`src/design/btxq_ram.sv`:
```
module btxq_ram #(
  parameter int WIDTH = 8,
  parameter int DEPTH = 64
) (
  input  logic                     clk,
  input  logic                     we,
  input  logic [$clog2(DEPTH)-1:0] wr_addr,
  input  logic [WIDTH-1:0]         wr_data,
  input  logic [$clog2(DEPTH)-1:0] rd_addr_a,
  input  logic [$clog2(DEPTH)-1:0] rd_addr_b,
  output logic [WIDTH-1:0]         rd_data_a,
  output logic [WIDTH-1:0]         rd_data_b
);

  logic [WIDTH-1:0] mem [DEPTH];

  always_ff @(posedge clk) begin
    if (we) begin
      mem[wr_addr] <= wr_data;
    end
    rd_data_a <= mem[rd_addr_a];
    rd_data_b <= mem[rd_addr_b];
  end

endmodule

```
`config.mk`:
```
export PLATFORM = sky130hd
export DESIGN_NAME = btxq_ram
export DESIGN_NICKNAME = d
export VERILOG_FILES = /design/src/design/btxq_ram.sv
export SDC_FILE = /design/constraint.sdc
export NUM_CORES = 1
export LEC_CHECK = 0
export BUFFER_PORTS_ARGS = -buffer_cell sky130_fd_sc_hd__buf_2
export CAP_MARGIN = 25
export CORE_MARGIN = 2
export CORE_UTILIZATION = 47
export DETAILED_ROUTE_END_ITERATION = 12
export GPL_TIMING_DRIVEN = 0
export PLACE_DENSITY_LB_ADDON = 0.3
export SLEW_MARGIN = 20
export SYNTH_ARGS = -nofsm -noshare
export SYNTH_HDL_FRONTEND = slang
export SYNTH_SLANG_ARGS = --single-unit
```
`constraint.sdc`:
```
create_clock -name clk -period 4.65 [get_ports clk]
set_input_delay 0.6975 -clock clk [delete_from_list [all_inputs] [get_ports clk]]
set_output_delay 0.6975 -clock clk [all_outputs]
set_load 0.1 [all_outputs]
```
# After elaboration in Yosys (flattened, before gate mapping)
# Memories as Yosys holds them, arrays and structs flattened. A register that Yosys moved wholly into a read port is not among the register bits.
# Cells that the tools add are included.
# W data, S select, Z words.
[word_totals] word_cells=3 regBits=0 out_inout_bits=16 ram_bits=512 n_memories=1 in_bits=28
[memory_table] memory="mem" words=64 word_bits=8 rd=2 rd_clocked_by_memory_dff=2 wr=1 line="15" source="logic [WIDTH-1:0] mem [DEPTH];"
[op_classes] n_mux=2
[ops] cell="$mux W1" count=2

# Logic depth before layout (Yosys ltp)
[logic_depth] ltp_word=2 depth_mapped=9

# Worst setup path before layout
# OpenSTA, ideal clock, no wires.
[synth_path] kind="input to register" from="input rd_addr_b[0]" to="register rd_data_b[4] (read register of mem)" n_path_buf=3 required_ns=4.537 path_stages=8 setup_slack_ns=2.142 arrival_time_ns=2.395 path_cell_list="buf_2 buf_2 buf_4 mux4_2 a221oi_1 o21ai_0 nand3_1 nand2_1"
[synth_lines] item="from (decl)" line="10" source="input logic [$clog2(DEPTH)-1:0] rd_addr_b,"
[synth_lines] item="to (decl)" line="12" source="output logic [WIDTH-1:0] rd_data_b"

==> reports/results.tsv <==
metric	value	unit
WL met1	25920	microns
Area Growth Syn to Fin	12.24	%
most common cell after layout, fill and taps aside	edfxtp_1	
relative slew slack	23.46	%
EDFF count, synth	512	
share of layout cells above drive strength 1	32.77	%
vias per cell	6.807	
Synth Warn #	0	
Num CTS Buffers	55	
hold-critical path endpoint	mem[49][7]	
# hold bufs at CTS	0	
Resized Gates After CTS	0	
RSZ-0062 raised after global routing	false	
Worst R2R End	rd_data_b[2]	
vias in the first global route	13884	
largest net degree at the start of global routing	65	
startpoint types	primary input	
R2R Path Start	mem[55][2]	
CTS sink cnt	528	
DRC	0	
synth unique cells	38	
worst hold-check path type	primary input to flip-flop	
H-tree level count	2	
setup_tns	0	ns
core area	51200	sq um
I/O Buffers	29	
clk buf depth	3	
WP buf/inv	3	
CP delay by family, top	buffers and inverters	
wirelength, routed	71560	microns
top post-synthesis cells by area	edfxtp_1 (63%), mux4_2 (25%), mux2i_1 (2.7%)	
CP Cell Sequence	buf_2 > buf_1 > clkbuf_1 > mux4_2 > mux2i_1 > o21ai_0 > nand3_1 > nand2_1	
most frequent cells in the layout	edfxtp_1 (512), mux4_2 (270), nor2_1 (75), mux2i_1 (66), buf_2 (57)	
Final min period	3.330	ns
gp weighted congestion	0.9886	
die span in y	231.3	microns
Setup CP Type	primary input to flip-flop	
met2 wire length	34090	microns
share of the synthesized area in the top cell type	63.34	%
DR top layer	met5	
synthesized area	24270	sq um
crit path DAT	3.86	ns
pre-CTS WS	0.6290	ns
overall power	10.57	mW
Tightest Pin Transition	1.144	ns
endpoints failing hold	0	
io pins	44	
worst hold start	wr_data[7]	
vias	13914	
critical path peak fanout	10	
worst hold margin	0.4838	ns
fmax	0.3003	GHz
initial antenna violation count	1	
Iteration-0 DRC Markers	2075	
hold depth	1	
FP Rows	83	
Avg WL per Cell	35.01	microns
setup slack after layout	1.320	ns
LEAKAGE	8.596	nW
Mapped Avg Cell Area	20.05	sq um
Pwr per Cell Area	387.8	nW/um^2
ys flop type	edfxtp_1	
#FFs+latches synth	528	
r2r worst-path depth	5	
skew final	0.02292	ns
Slowest-stage cell, CP	buf_1	
Die Area	53480	sq um
register area share after synthesis	64.66	%
nets	1345	
Worst-Skew Late Latency	0.62	ns
DP Wirelength	49060	microns
Die W	231.3	microns
data required time of the critical path	5.18	ns
first-pass GRT wire length	100800	microns
GRT Total Usage	27.24	%
Max VDD drop	302.8	uV
status	finished clean	
met3 wire len	8488	microns
Final setup viols	0	
Mapped Nets	1239	
Synth async-reset ratio	0	%
Worst Setup End Kind	flip-flop	
Setup Fix Bufs, Post-CTS	0	
drt pass-1 iters	6	
Post-DRT Antenna Nets	0	
total grt overflow	0	
CP peak stage delay	0.73	ns
Yosys top cell by area	edfxtp_1	
Max Slew Vio Count	0	
CTS tree	yes	
Worst R2R Setup Slack	2.38	ns
CTS Root Cell	clkbuf_16	
clock-pin slew of the registers on the worst-case setup and hold paths	0.07	ns
fin crit share	71.61	%
max cap viols	0	
initial core utilization	47.41	%
Cells after Synth	1211	
-- report_power, final --
part | total (mW) | switching (mW) | leakage (nW) | internal (mW)
Clock | 4.23 | 1.85 | 0.830 | 2.38
Combinational | 1.06 | 0.697 | 3.02 | 0.358
Sequential | 5.28 | 0.0166 | 4.74 | 5.27
Total | 10.6 | 2.57 | 8.60 | 8.00
-- worst register-to-register path: stages (launching register included) --
cell and delay (ns):
edfxtp_1 0.39, mux4_2 0.51, a221oi_1 0.40, o21ai_0 0.32, nand3_1 0.36, nand2_1 0.14
-- stage by stage --
stage | std cells | instance area [sq um] | utilization (%)
floorplan | 1211 | 24270 | -
global placement | 1920 | 25270 | 49.36
detailed placement | 1928 | 25390 | 49.60
CTS | 2029 | 27090 | 52.91
global route | 2042 | 27240 | 53.21
finish | 2044 | 27240 | 53.21
-- routing by layer --
layer | GRT usage, % | vias to the layer above
met5 | 1.379 | -
met4 | 10.81 | 4
met3 | 6.890 | 197
met2 | 42.93 | 1013
met1 | 36.54 | 7253
li1 | - | 5447
-- worst max-delay path by stage --
stage	start	to	slack [ns]	cells after the start
final	rd_addr_b[1]	rd_data_b[2]	1.32	8
after global routing	rd_addr_b[1]	rd_data_b[2]	1.39	8
after CTS	rd_addr_b[1]	rd_data_b[2]	1.26	8
after detailed placement	rd_addr_b[1]	rd_data_b[0]	0.63	8
after global placement	rd_addr_b[1]	rd_data_b[0]	0.67	8
after floorplan	rd_addr_b[0]	rd_data_b[4]	2.14	8
-- sequential cells by signal, indices dropped and copies added (netlist names) --
register	count
mem	512
rd_data_b	8
rd_data_a	8
-- Yosys cell counts, drive strengths merged (2+ instances only) --
master / count
a21oi: 10
edfxtp: 512
mux2: 2
o22ai: 20
dfxtp: 16
nand2: 28
o211ai: 3
nand4: 3
nand3b: 2
a22oi: 14
a221o: 5
a211oi: 2
o221ai: 5
buf: 59
a221oi: 7
nand3: 20
o31a: 5
mux2i: 66
inv: 3
mux4: 270
clkbuf: 34
and2: 3
nor2b: 8
a2111oi: 2
o21ai: 24
nand2b: 6
nor3: 2
nor2: 75
-- kinds of logic (layout without fill, tap and decap cells) --
group	Yosys count	in the layout	synth area share (%)
DFF	528	528	64.66
muxes	338	338	27.86
and+or+nand+nor	149	149	2.685
AOI/OAI and AO/OA	100	100	2.809
buffers and inverters	96	246	1.984
other	0	3	0
-- layout make-up --
cell class,count,area [sq um]
Antenna cell,3,7.507
Buffer,93,470.5
Clock buffer,75,1513
Clock inverter,26,182.7
Fill cell,3929,23950
Inverter,3,11.26
Multi-Input combinational cell,587,8108
Sequential cell,528,15700
Tap cell,680,850.8
Timing Repair Buffer,49,406.6
(Power assumes the default switching activity.)
